===== config.mk =====
export PLATFORM = sky130hd
export DESIGN_NAME = data_processing_alu_shifter
export DESIGN_NICKNAME = d
export VERILOG_FILES = /design/src/rtl/dpas_pkg.sv /design/src/rtl/dpas_operand2.sv /design/src/rtl/data_processing_alu_shifter.sv
export SDC_FILE = /design/constraint.sdc
export NUM_CORES = 1
export LEC_CHECK = 0
export ABC_CLOCK_PERIOD_IN_PS = 7900
export BUFFER_PORTS_ARGS = -buffer_cell sky130_fd_sc_hd__buf_2
export CORE_ASPECT_RATIO = 0.75
export CORE_MARGIN = 3
export CORE_UTILIZATION = 35
export DETAILED_ROUTE_END_ITERATION = 8
export GPL_TIMING_DRIVEN = 0
export MAX_ROUTING_LAYER = met4
export PLACE_DENSITY = 0.59
export SLEW_MARGIN = 10
export SYNTH_ARGS = -nofsm -noshare
export SYNTH_HDL_FRONTEND = slang
export SYNTH_HIERARCHICAL = 1
export SYNTH_SLANG_ARGS = --single-unit
export TNS_END_PERCENT = 50

===== constraint.sdc =====
create_clock -name clk -period 7.9 [get_ports clk]
set_input_delay 1.975 -clock clk [delete_from_list [all_inputs] [get_ports clk]]
set_output_delay 1.975 -clock clk [all_outputs]
set_load 0.02 [all_outputs]

===== src/rtl/dpas_pkg.sv =====
// Shared types and constants for the data-processing ALU and shifter.
`default_nettype none
package dpas_pkg;

	// Datapath width of the ALU and the shifter
	localparam int DATA_WIDTH = 32;

	// Fixed widths of the instruction fields
	localparam int OPCODE_W  = 4;
	localparam int FIELD_W   = 12;
	localparam int AMT_W     = 8;
	localparam int IMM_W     = 8;
	localparam int REG_IDX_W = 4;

	// Data-processing opcodes
	typedef enum logic [OPCODE_W-1:0] {
		OP_AND = 4'd0,
		OP_EOR = 4'd1,
		OP_SUB = 4'd2,
		OP_RSB = 4'd3,
		OP_ADD = 4'd4,
		OP_TST = 4'd8,
		OP_TEQ = 4'd9,
		OP_CMP = 4'd10,
		OP_ORR = 4'd12,
		OP_MOV = 4'd13
	} opcode_t;

	// Shift kinds, as encoded in operand bits 6:5
	typedef enum logic [1:0] {
		SH_LSL = 2'd0,
		SH_LSR = 2'd1,
		SH_ASR = 2'd2,
		SH_ROR = 2'd3
	} shift_t;

endpackage
`default_nettype wire


===== src/rtl/dpas_operand2.sv =====
// Second-operand generation: rotated immediate or barrel-shifted register.
`default_nettype none
module dpas_operand2 #(
	parameter int DATA_WIDTH = dpas_pkg::DATA_WIDTH
) (
	input  wire logic                          immediate_form,
	input  wire logic [dpas_pkg::FIELD_W-1:0]  operand_field,
	input  wire logic [DATA_WIDTH-1:0]         shifted_value,
	input  wire logic [dpas_pkg::AMT_W-1:0]    amount_register_byte,
	output logic      [DATA_WIDTH-1:0]         operand2,
	output logic                               shifter_carry
);
	import dpas_pkg::*;

	localparam int SH_W = $clog2(DATA_WIDTH);

	shift_t                kind;
	logic [DATA_WIDTH-1:0] val;
	logic [AMT_W-1:0]      amt;
	logic [SH_W-1:0]       lo;
	logic                  big;
	logic [DATA_WIDTH:0]   lsl_ext;
	logic [DATA_WIDTH:0]   lsr_ext;
	logic signed [DATA_WIDTH:0]   asr_ext;
	logic [2*DATA_WIDTH-1:0]      ror_dbl;

	// Source select: immediate is a ROR by twice the 4-bit count
	always_comb begin
		if (immediate_form) begin
			kind = SH_ROR;
			val  = {{(DATA_WIDTH-IMM_W){1'b0}}, operand_field[IMM_W-1:0]};
			amt  = {{(AMT_W-5){1'b0}}, operand_field[11:8], 1'b0};
		end else begin
			kind = shift_t'(operand_field[6:5]);
			val  = shifted_value;
			amt  = operand_field[4] ? amount_register_byte
				: {{(AMT_W-5){1'b0}}, operand_field[11:7]};
		end
	end

	assign lo  = amt[SH_W-1:0];
	assign big = (amt >= AMT_W'(DATA_WIDTH));

	// Shift with one extra bit to catch the last bit shifted out
	assign lsl_ext = {1'b0, val} << lo;
	assign lsr_ext = {val, 1'b0} >> lo;
	assign asr_ext = $signed({val, 1'b0}) >>> lo;
	assign ror_dbl = {val, val} >> lo;

	// Result and carry per shift kind; zero amount passes through, carry 0
	always_comb begin
		operand2      = val;
		shifter_carry = 1'b0;
		if (amt != '0) begin
			case (kind)
				SH_LSL: begin
					if (!big) begin
						operand2      = lsl_ext[DATA_WIDTH-1:0];
						shifter_carry = lsl_ext[DATA_WIDTH];
					end else begin
						operand2 = '0;
					end
				end
				SH_LSR: begin
					if (!big) begin
						operand2      = lsr_ext[DATA_WIDTH:1];
						shifter_carry = lsr_ext[0];
					end else begin
						operand2 = '0;
					end
				end
				SH_ASR: begin
					if (!big) begin
						operand2      = asr_ext[DATA_WIDTH:1];
						shifter_carry = asr_ext[0];
					end else begin
						operand2 = {DATA_WIDTH{val[DATA_WIDTH-1]}};
					end
				end
				default: begin
					// ROR uses the amount modulo the width
					if (lo != '0) begin
						operand2      = ror_dbl[DATA_WIDTH-1:0];
						shifter_carry = ror_dbl[DATA_WIDTH-1];
					end
				end
			endcase
		end
	end

endmodule
`default_nettype wire


===== src/rtl/data_processing_alu_shifter.sv =====
// Top level: data-processing ALU with barrel shifter, two register stages.
`default_nettype none
// One instruction is taken on each clock edge where start is high; busy is
// always low, so a request can follow in every cycle. The request is
// registered, the shifter and ALU (one 33-bit adder) work between the input
// register and the result register, and the result appears from the result
// register with done high for exactly one cycle. The receiver cannot stall:
// it must take each result in the cycle that done marks it.
module data_processing_alu_shifter #(
	parameter int DATA_WIDTH = dpas_pkg::DATA_WIDTH
) (
	input  wire logic                            clk,
	input  wire logic                            arst_n,
	input  wire logic                            start,
	output logic                                 busy,
	input  wire logic [dpas_pkg::OPCODE_W-1:0]   opcode,
	input  wire logic                            immediate_form,
	input  wire logic                            set_flags,
	input  wire logic [dpas_pkg::FIELD_W-1:0]    operand_field,
	input  wire logic [DATA_WIDTH-1:0]           first_operand,
	input  wire logic [DATA_WIDTH-1:0]           shifted_value,
	input  wire logic [dpas_pkg::AMT_W-1:0]      amount_register_byte,
	input  wire logic [dpas_pkg::REG_IDX_W-1:0]  dest_register,
	output logic                                 done,
	output logic [DATA_WIDTH-1:0]                result_value,
	output logic                                 write_back,
	output logic [dpas_pkg::REG_IDX_W-1:0]       dest_register_out,
	output logic                                 flags_written,
	output logic                                 flag_negative,
	output logic                                 flag_zero,
	output logic                                 flag_carry
);
	import dpas_pkg::*;

	// Input stage
	logic                   valid_s1;
	logic [OPCODE_W-1:0]    opcode_s1;
	logic                   imm_s1;
	logic                   sflag_s1;
	logic [FIELD_W-1:0]     field_s1;
	logic [DATA_WIDTH-1:0]  rn_s1;
	logic [DATA_WIDTH-1:0]  rm_s1;
	logic [AMT_W-1:0]       rs_s1;
	logic [REG_IDX_W-1:0]   rd_s1;

	// Execute results
	logic [DATA_WIDTH-1:0]  op2;
	logic                   sh_carry;
	logic [DATA_WIDTH-1:0]  add_x;
	logic [DATA_WIDTH-1:0]  add_y;
	logic                   add_cin;
	logic [DATA_WIDTH:0]    sum;
	logic [DATA_WIDTH-1:0]  res;
	logic                   carry;
	logic                   wb;

	// Result stage
	logic                   valid_s2;
	logic [DATA_WIDTH-1:0]  res_s2;
	logic                   wb_s2;
	logic [REG_IDX_W-1:0]   rd_s2;
	logic                   sflag_s2;
	logic                   n_s2;
	logic                   z_s2;
	logic                   c_s2;

	assign busy = 1'b0;

	// Valid bits of both stages
	always_ff @(posedge clk or negedge arst_n) begin
		if (!arst_n) begin
			valid_s1 <= 1'b0;
			valid_s2 <= 1'b0;
		end else begin
			valid_s1 <= start && !busy;
			valid_s2 <= valid_s1;
		end
	end

	// Capture the request
	always_ff @(posedge clk) begin
		if (start && !busy) begin
			opcode_s1 <= opcode;
			imm_s1    <= immediate_form;
			sflag_s1  <= set_flags;
			field_s1  <= operand_field;
			rn_s1     <= first_operand;
			rm_s1     <= shifted_value;
			rs_s1     <= amount_register_byte;
			rd_s1     <= dest_register;
		end
	end

	dpas_operand2 #(
		.DATA_WIDTH(DATA_WIDTH)
	) u_operand2 (
		.immediate_form       (imm_s1),
		.operand_field        (field_s1),
		.shifted_value        (rm_s1),
		.amount_register_byte (rs_s1),
		.operand2             (op2),
		.shifter_carry        (sh_carry)
	);

	// Shared adder operands: subtraction as x + ~y + 1, carry is not-borrow
	always_comb begin
		add_x   = rn_s1;
		add_y   = op2;
		add_cin = 1'b0;
		case (opcode_s1)
			OP_SUB, OP_CMP: begin
				add_y   = ~op2;
				add_cin = 1'b1;
			end
			OP_RSB: begin
				add_x   = op2;
				add_y   = ~rn_s1;
				add_cin = 1'b1;
			end
			default: ;
		endcase
	end

	assign sum = {1'b0, add_x} + {1'b0, add_y} + {{DATA_WIDTH{1'b0}}, add_cin};

	// Operation select
	always_comb begin
		res   = '0;
		carry = sh_carry;
		wb    = 1'b1;
		unique case (opcode_s1) inside
			OP_AND, OP_TST: res = rn_s1 & op2;
			OP_EOR, OP_TEQ: res = rn_s1 ^ op2;
			OP_SUB, OP_RSB, OP_ADD, OP_CMP: begin
				res   = sum[DATA_WIDTH-1:0];
				carry = sum[DATA_WIDTH];
			end
			OP_ORR: res = rn_s1 | op2;
			OP_MOV: res = op2;
			default: res = '0;
		endcase
		if (opcode_s1 == OP_TST || opcode_s1 == OP_TEQ || opcode_s1 == OP_CMP) begin
			wb = 1'b0;
		end
	end

	// Result register; flags are zero when not being set
	always_ff @(posedge clk) begin
		if (valid_s1) begin
			res_s2   <= res;
			wb_s2    <= wb;
			rd_s2    <= rd_s1;
			sflag_s2 <= sflag_s1;
			n_s2     <= sflag_s1 && res[DATA_WIDTH-1];
			z_s2     <= sflag_s1 && (res == '0);
			c_s2     <= sflag_s1 && carry;
		end
	end

	assign done              = valid_s2;
	assign result_value      = res_s2;
	assign write_back        = wb_s2;
	assign dest_register_out = rd_s2;
	assign flags_written     = sflag_s2;
	assign flag_negative     = n_s2;
	assign flag_zero         = z_s2;
	assign flag_carry        = c_s2;

`ifndef NO_ASSERTIONS
	// Each result follows an accepted request through both register stages
	a_latency: assert property (@(posedge clk) disable iff (!arst_n)
		done |-> $past(start, 2))
		else $error("result without a request two cycles earlier");

	// Flags stay clear when not being set
	a_flags_off: assert property (@(posedge clk) disable iff (!arst_n)
		done && !flags_written |-> !flag_negative && !flag_zero && !flag_carry)
		else $error("flags set while flag update is off");

	// N and Z agree with the result value
	a_nz: assert property (@(posedge clk) disable iff (!arst_n)
		done && flags_written |->
			(flag_zero == (result_value == '0)) &&
			(flag_negative == result_value[DATA_WIDTH-1]))
		else $error("N or Z does not match the result");

	// Compare forms never write back
	a_no_wb: assert property (@(posedge clk) disable iff (!arst_n)
		valid_s1 && (opcode_s1 == OP_TST || opcode_s1 == OP_TEQ ||
			opcode_s1 == OP_CMP) |=> done && !write_back)
		else $error("compare form marked for write-back");
`endif

endmodule
`default_nettype wire


# After elaboration in Yosys (flattened, before gate mapping)
# Index checks and enable logic that the tools add are counted.
[op_classes]
magnitude_cmp = 1
bitwise_logic = 5
reduce_logical = 15
shift = 4
n_mux = 22
n_addsub = 2
eq_ne = 11
[op_table]
columns = ["op", "n"]
rows = [
  ["$mux 32", 7],
  ["$pmux 32 s5", 1],
  ["$pmux 32 s3", 1],
  ["$not 32->32", 2],
  ["$pmux 32 s2", 1],
  ["$shr 64x5->32", 1],
  ["$add 32x32->33", 1],
  ["$add 33x1->33", 1],
  ["$shl 32x5->33", 1],
  ["$shr 33x5->33", 1],
  ["$sshr 33x5->33", 1],
  ["$and 32x32->32", 1],
  ["$logic_not 32->1", 1],
  ["$or 32x32->32", 1],
  ["$xor 32x32->32", 1],
  ["$eq 4x4->1 const B", 5],
  ["$mux 8", 2],
  ["$eq 4x2->1 const B", 2],
  ["$ge 8x6->1 const B", 1],
  ["$mux 1", 8],
  ["$reduce_bool 8->1", 1],
  ["$reduce_or 2->1", 3],
  ["$reduce_bool 5->1", 1],
  ["$eq 4x1->1 const B", 1],
  ["other kinds (11)", 14],
]
[word_totals]
ff_bits = 137
input_bits = 97
out_inout_bits = 43

# Longest topological paths before layout
[depth]
ltp_word = 13
ltp_mapped = 29
mapped_depth_nobuf = 24

# Modules after synthesis
# The synthesis kept the hierarchy.
[modules_own_cells]
columns = ["mod", "instances", "area_each_um2", "cells_per_inst"]
rows = [
  ["data_processing_alu_shifter", 1, 9023.7, 913],
  ["dpas_operand2", 1, 6103.4, 922],
]

# Least setup slack after synthesis
# OpenSTA, ideal clock, no wires.
[synth_timing]
path_kind = "register to register"
from = "register field_s1[4]"
to = "register z_s2 (netlist: flag_zero), data pin"
t_arrival_ns = 5.811
t_required_ns = 7.750
setup_ns = 0.150
path_slack_ns = 1.939
synth_period_minus_slack_ns = 5.961
stages_incl_launch_ff = 24
n_path_buf = 3
cell_sequence = "edfxtp_1 > nand2b_1 > buf_2 > buf_2 > mux2i_2 > clkbuf_1 > nand4_1 > or3_1 > a31oi_1 > inv_1 > o21ai_0 > fa_1 > inv_1 > fa_1 > nand2b_1 > a211oi_1 > o21ai_1 > o31a_1 > o21ai_1 > xnor2_1 > o21ai_0 > or4_1 > or4_1 > nor3_2"
[synth_between]
elab_chain_len = 13
word_cells_on_any_way = 27
cone_classes = "add/sub: 2; order compare: 1; shift: 4; mux: 12; bitwise: 4; reduce/logical: 4"
[synth_lines]
columns = ["element", "line", "source"]
rows = [
  ["start, declared", "data_processing_alu_shifter.sv:40", "logic [FIELD_W-1:0] field_s1;"],
  ["start signal, assigned", "data_processing_alu_shifter.sv:86", "field_s1 <= operand_field;"],
  ["$mux 8", "dpas_operand2.sv:36", "amt = operand_field[4] ? amount_register_byte"],
  ["$mux 8", "dpas_operand2.sv:29", "if (immediate_form) begin"],
  ["$ge 8x6->1 (tied with other cells)", "dpas_operand2.sv:42", "assign big = (amt >= AMT_W'(DATA_WIDTH));"],
  ["$mux 32 (on tied branches)", "n/a", ""],
  ["$pmux 32 s3", "dpas_operand2.sv:55", "case (kind)"],
  ["$mux 32 (*)", "dpas_operand2.sv:54", "if (amt != '0) begin"],
  ["named net op2[0]", "data_processing_alu_shifter.sv:47", "logic [DATA_WIDTH-1:0] op2;"],
  ["$not 32->32", "data_processing_alu_shifter.sv:112", "add_y = ~op2;"],
  ["$pmux 32 s2", "data_processing_alu_shifter.sv:110", "case (opcode_s1)"],
  ["$add 32x32->33 (*)", "data_processing_alu_shifter.sv:124", "assign sum = {1'b0, add_x} + {1'b0, add_y} + {{DATA_WIDTH{1'b0}}, add_cin};"],
  ["$add 33x1->33 (*)", "data_processing_alu_shifter.sv:124", ""],
  ["$pmux 32 s5 (*)", "data_processing_alu_shifter.sv:131", "unique case (opcode_s1) inside"],
  ["named net res[16]", "data_processing_alu_shifter.sv:53", "logic [DATA_WIDTH-1:0] res;"],
  ["$logic_not 32->1 (*)", "data_processing_alu_shifter.sv:155", "z_s2 <= sflag_s1 && (res == '0);"],
  ["$logic_and 1x1->1 (*)", "data_processing_alu_shifter.sv:155", ""],
  ["end signal, assigned", "data_processing_alu_shifter.sv:155", ""],
  ["end, declared", "data_processing_alu_shifter.sv:64", "logic z_s2;"],
]
# Mark *: on every way through the listed nets, which the timed path passes. The rest lies on a longest branch.
# A chain may end at the register's enable or synchronous reset.

# Worst setup path after layout
[layout_timing]
from = "register imm_s1"
to = "register z_s2 (netlist: flag_zero), data pin"
[layout_between]
elab_chain_len = 12
word_cells_on_any_way = 30
cone_classes = "add/sub: 2; order compare: 1; eq/ne: 2; shift: 4; mux: 12; bitwise: 4; reduce/logical: 5"
[layout_lines]
columns = ["element", "line", "source"]
rows = [
  ["start, declared", "data_processing_alu_shifter.sv:38", "logic imm_s1;"],
  ["start signal, assigned", "data_processing_alu_shifter.sv:84", "imm_s1 <= immediate_form;"],
  ["$mux 8 / $mux 32 (equally long branches)", "dpas_operand2.sv:29", ""],
  ["$ge 8x6->1 (tied with other cells)", "dpas_operand2.sv:42", ""],
  ["$mux 32 (on tied branches)", "n/a", ""],
  ["$pmux 32 s3", "dpas_operand2.sv:55", ""],
  ["$mux 32 (*)", "dpas_operand2.sv:54", ""],
  ["named net op2[4]", "data_processing_alu_shifter.sv:47", ""],
  ["$not 32->32", "data_processing_alu_shifter.sv:112", ""],
  ["$pmux 32 s2", "data_processing_alu_shifter.sv:110", ""],
  ["$add 32x32->33 (*)", "data_processing_alu_shifter.sv:124", ""],
  ["$add 33x1->33 (*)", "data_processing_alu_shifter.sv:124", ""],
  ["$pmux 32 s5 (*)", "data_processing_alu_shifter.sv:131", ""],
  ["named net res[27]", "data_processing_alu_shifter.sv:53", ""],
  ["$logic_not 32->1 (*)", "data_processing_alu_shifter.sv:155", ""],
  ["$logic_and 1x1->1 (*)", "data_processing_alu_shifter.sv:155", ""],
]
# Marks and branches as above.

==> run metrics <==
run status completed; GRT overflow 0; ANT nets after route 0; xor and xnor area share after synthesis around 1.6%; Most common cell on crit path nor2_1; vias in the first global route 16100; count of flip-flops with a built-in enable after synthesis 135; CTS Sinks 137; wire per inst 33.8 µm; critical path startpoint category register; Core Box Area between 40000 and 50000 µm²; DP HPWL 68700 µm; Pre-Repair DR Iteration Count 6; layout cells sized above 1 18.1%; width of the die 246 µm; prevailing post-synth register cell edfxtp_1; CP cell instances buf_6 -> buf_2 -> buf_2 -> mux2i_1 -> mux2i_1 -> a221oi_1 -> nor2_1 -> a221oi_1 -> a21o_1 -> a22oi_2 -> inv_1 -> o221ai_1 -> ha_1 -> o211ai_1 -> o211ai_1 -> a32o_1 -> nor2_1 -> nor3_1 -> nor2_1 -> a211o_1 -> or4_1 -> or4_1 -> nor3_2; final worst setup slack 0.162 ns; cell taking the most area after synthesis edfxtp_1; final setup fails 0; hold_buf cts 0; register area share after synthesis 27.1%; WS Path Type register to register; Clock Skews 0.0201 ns; YS warnings 6; post-layout power 0.00419 W; CP Capture Type register; Async S/R FF share, synth under 10%; largest net degree at the start of global routing 67; vias after detailed routing 17500; Placed Area 16600 µm²; Skew-Pair Late Insertion Delay around 0.48 ns; HP Class register to register; Port Buffers 138; Slew Limit Fails 0; mux cell area share after synthesis 11.8%; GRT Total Usage 38.6%; Yosys cell types 90; worst r2r src imm_s1$_DFFE_PP_; FP Rows 65; post-layout min period 7.74 ns; CTS Buf Count 17; Starting Density between 30% and 40%; via/cell ratio 6.77; largest stage delay on the critical path 0.70 ns; DR iter-0 viols a little under 3000; slowest CP cell a221oi_1; largest cells by area after synthesis edfxtp_1 (27%), mux2i_1 (8.1%), ha_1 (7.9%); P_leak 7.03 nW; CP bufs+invs 4; FMAX 0.129 GHz; Util after Layout about two fifths; complex-gate fraction of the synthesized area roughly 29%; most common cell after layout, fill and taps aside nand2_1; initial antenna violation count 2; Clock Root Buffer clkbuf_16; Post-Syn Area 15100 µm²; Syn-to-layout area delta 16.1%; Post-Synthesis Cells approximately 1800; CTS tree yes; Final Wtd Congestion 1.10; Worst Path Required around 8 ns; Slew HR 23.6%; Seq cells post-synth 137; Syn Nets 2029; full die area around 46000 µm²; main combinational cell family by area after synthesis compound AO/OA/AOI/OAI gates; post-layout instance area 17600 µm²; die height 186 µm; first-pass GRT wire length 121000 µm; fillers 4384; Post-Synth Simple-Gate Area 15.6%; PwrDens roughly 240 nW/µm²; Post-Synth Adder-Cell Area 8.12%; clock-pin slew on the worst setup and hold paths ~0.07 ns; CTS Buffer Depth 2; I/O Pins 140; Avg Inst Size Synth 8.24 µm²; crit-path max FO 10; Fin. Hold Viols 0; nets@finish roughly 2200; dpl ws -0.814 ns; routed wire length 87300 µm; DRC errors left 0; Tcrit/Tclk final just under 100%; max cap viols 0; commonest non-fill, non-tap cells in the layout nand2_1 (248), buf_2 (179), o21ai_0 (148), a21oi_1 (141), edfxtp_1 (135); peak supply drop 0.193 mV; critical path arrival 8.05 ns; delay-heaviest family, CP compound AO/OA/AOI/OAI gates; hold_sp rd_s1[0]$_DFFE_PP_; post-synth top area share 26.8%; H-tree Lvls 4; Least-Margin Pin Slew between 1 and 1.5 ns; crit path launch imm_s1$_DFFE_PP_
synth_stat cells, types with 26 or more instances:
library cell,count
a211oi_1,44
a21oi_1,142
buf_2,47
clkbuf_1,76
edfxtp_1,135
ha_1,95
inv_1,81
mux2i_1,123
nand2_1,251
nor2_1,106
nor3_1,48
o21ai_0,151
o221ai_1,62
o22ai_1,26
power by group:
group / leakage [nW] / internal, W / switching [W] / total (W)
sequential: 1.34 / 0.000908 / 0.000101 / 0.00101
combinational: 5.38 / 0.000725 / 0.00156 / 0.00229
clock: 0.307 / 0.000485 / 0.000408 / 0.000893
total: 7.03 / 0.00212 / 0.00207 / 0.00419
worst paths after layout:
kind / end / slack [ns] / depth (start not counted)
min in group asynchronous: valid_s1$_DFF_PN0_ / 1.27 / 1
hold reg to reg: dest_register_out[0]$_DFFE_PP_ / 0.42 / 0
hold / removal: dest_register_out[0]$_DFFE_PP_ / 0.42 / 0
setup / recovery: flag_zero$_DFFE_PP_ / 0.16 / 23
setup reg to reg: flag_zero$_DFFE_PP_ / 0.16 / 23
max in group asynchronous: valid_s1$_DFF_PN0_ / 6.52 / 1
worst reg2reg max path: cells and delay by family, from the launching register on:
family,cells,cell delay (ns)
adder cells (fa/ha/maj),1,0.40
buffers and inverters,4,1.12
AO/OA/AOI/OAI,9,2.78
AND/OR/NAND/NOR,7,2.08
multiplexers,2,0.83
flip-flops,1,0.36
layer usage:
layer | track usage (%) | vias up | part of all wire, %
li1 | - | 7318 | -
met1 | 55.1 | 8634 | 45
met2 | 47.1 | 1363 | 36
met3 | 17.4 | 186 | 15
met4 | 11.1 | 0 | 3.2
met5 | - | - | 0
registers in the layout, indices dropped and copies added, names as in the netlist, 4 cells and up:
register,count
rm_s1,32
field_s1,12
result_value,32
opcode_s1,4
dest_register_out,4
rd_s1,4
rs_s1,8
rn_s1,32
layout make-up:
cell class	count	area (µm²)	share of cell area, %
repair buffers	148	813	4.63
plain buffers	144	747	4.25
diodes	3	7.51	0.0428
multi-input cells	1469	10200	58.3
clock inverters	15	204	1.16
flip-flops and latches	137	4110	23.4
inverters	82	308	1.75
well taps	569	712	4.05
clock buffers	17	425	2.42
through the flow:
stage               hold slack, ns  setup TNS (ns)  cells
finish                       0.424               0   2584
global route                 0.439         -0.0150   2583
CTS                          0.423               0   2578
detailed placement           0.405          -0.860   2545
global placement             0.401          -0.744   2542
floorplan                    0.400               0   1835
timing repair:
item	in CTS	in global routing
pin swaps	0	3
endpoints found under the hold margin	0	0
resized for setup	18	63
buffers inserted	2	5
endpoints found under the setup margin	5	3
cell families after synthesis:
group | after synthesis
fa+ha+maj | 97
simple gates | 524
buf+inv | 229
compound gates | 659
flops | 137
other cells | 1
mux | 160
xor+xnor | 28
Note: power is estimated with default switching activity, not from simulation.
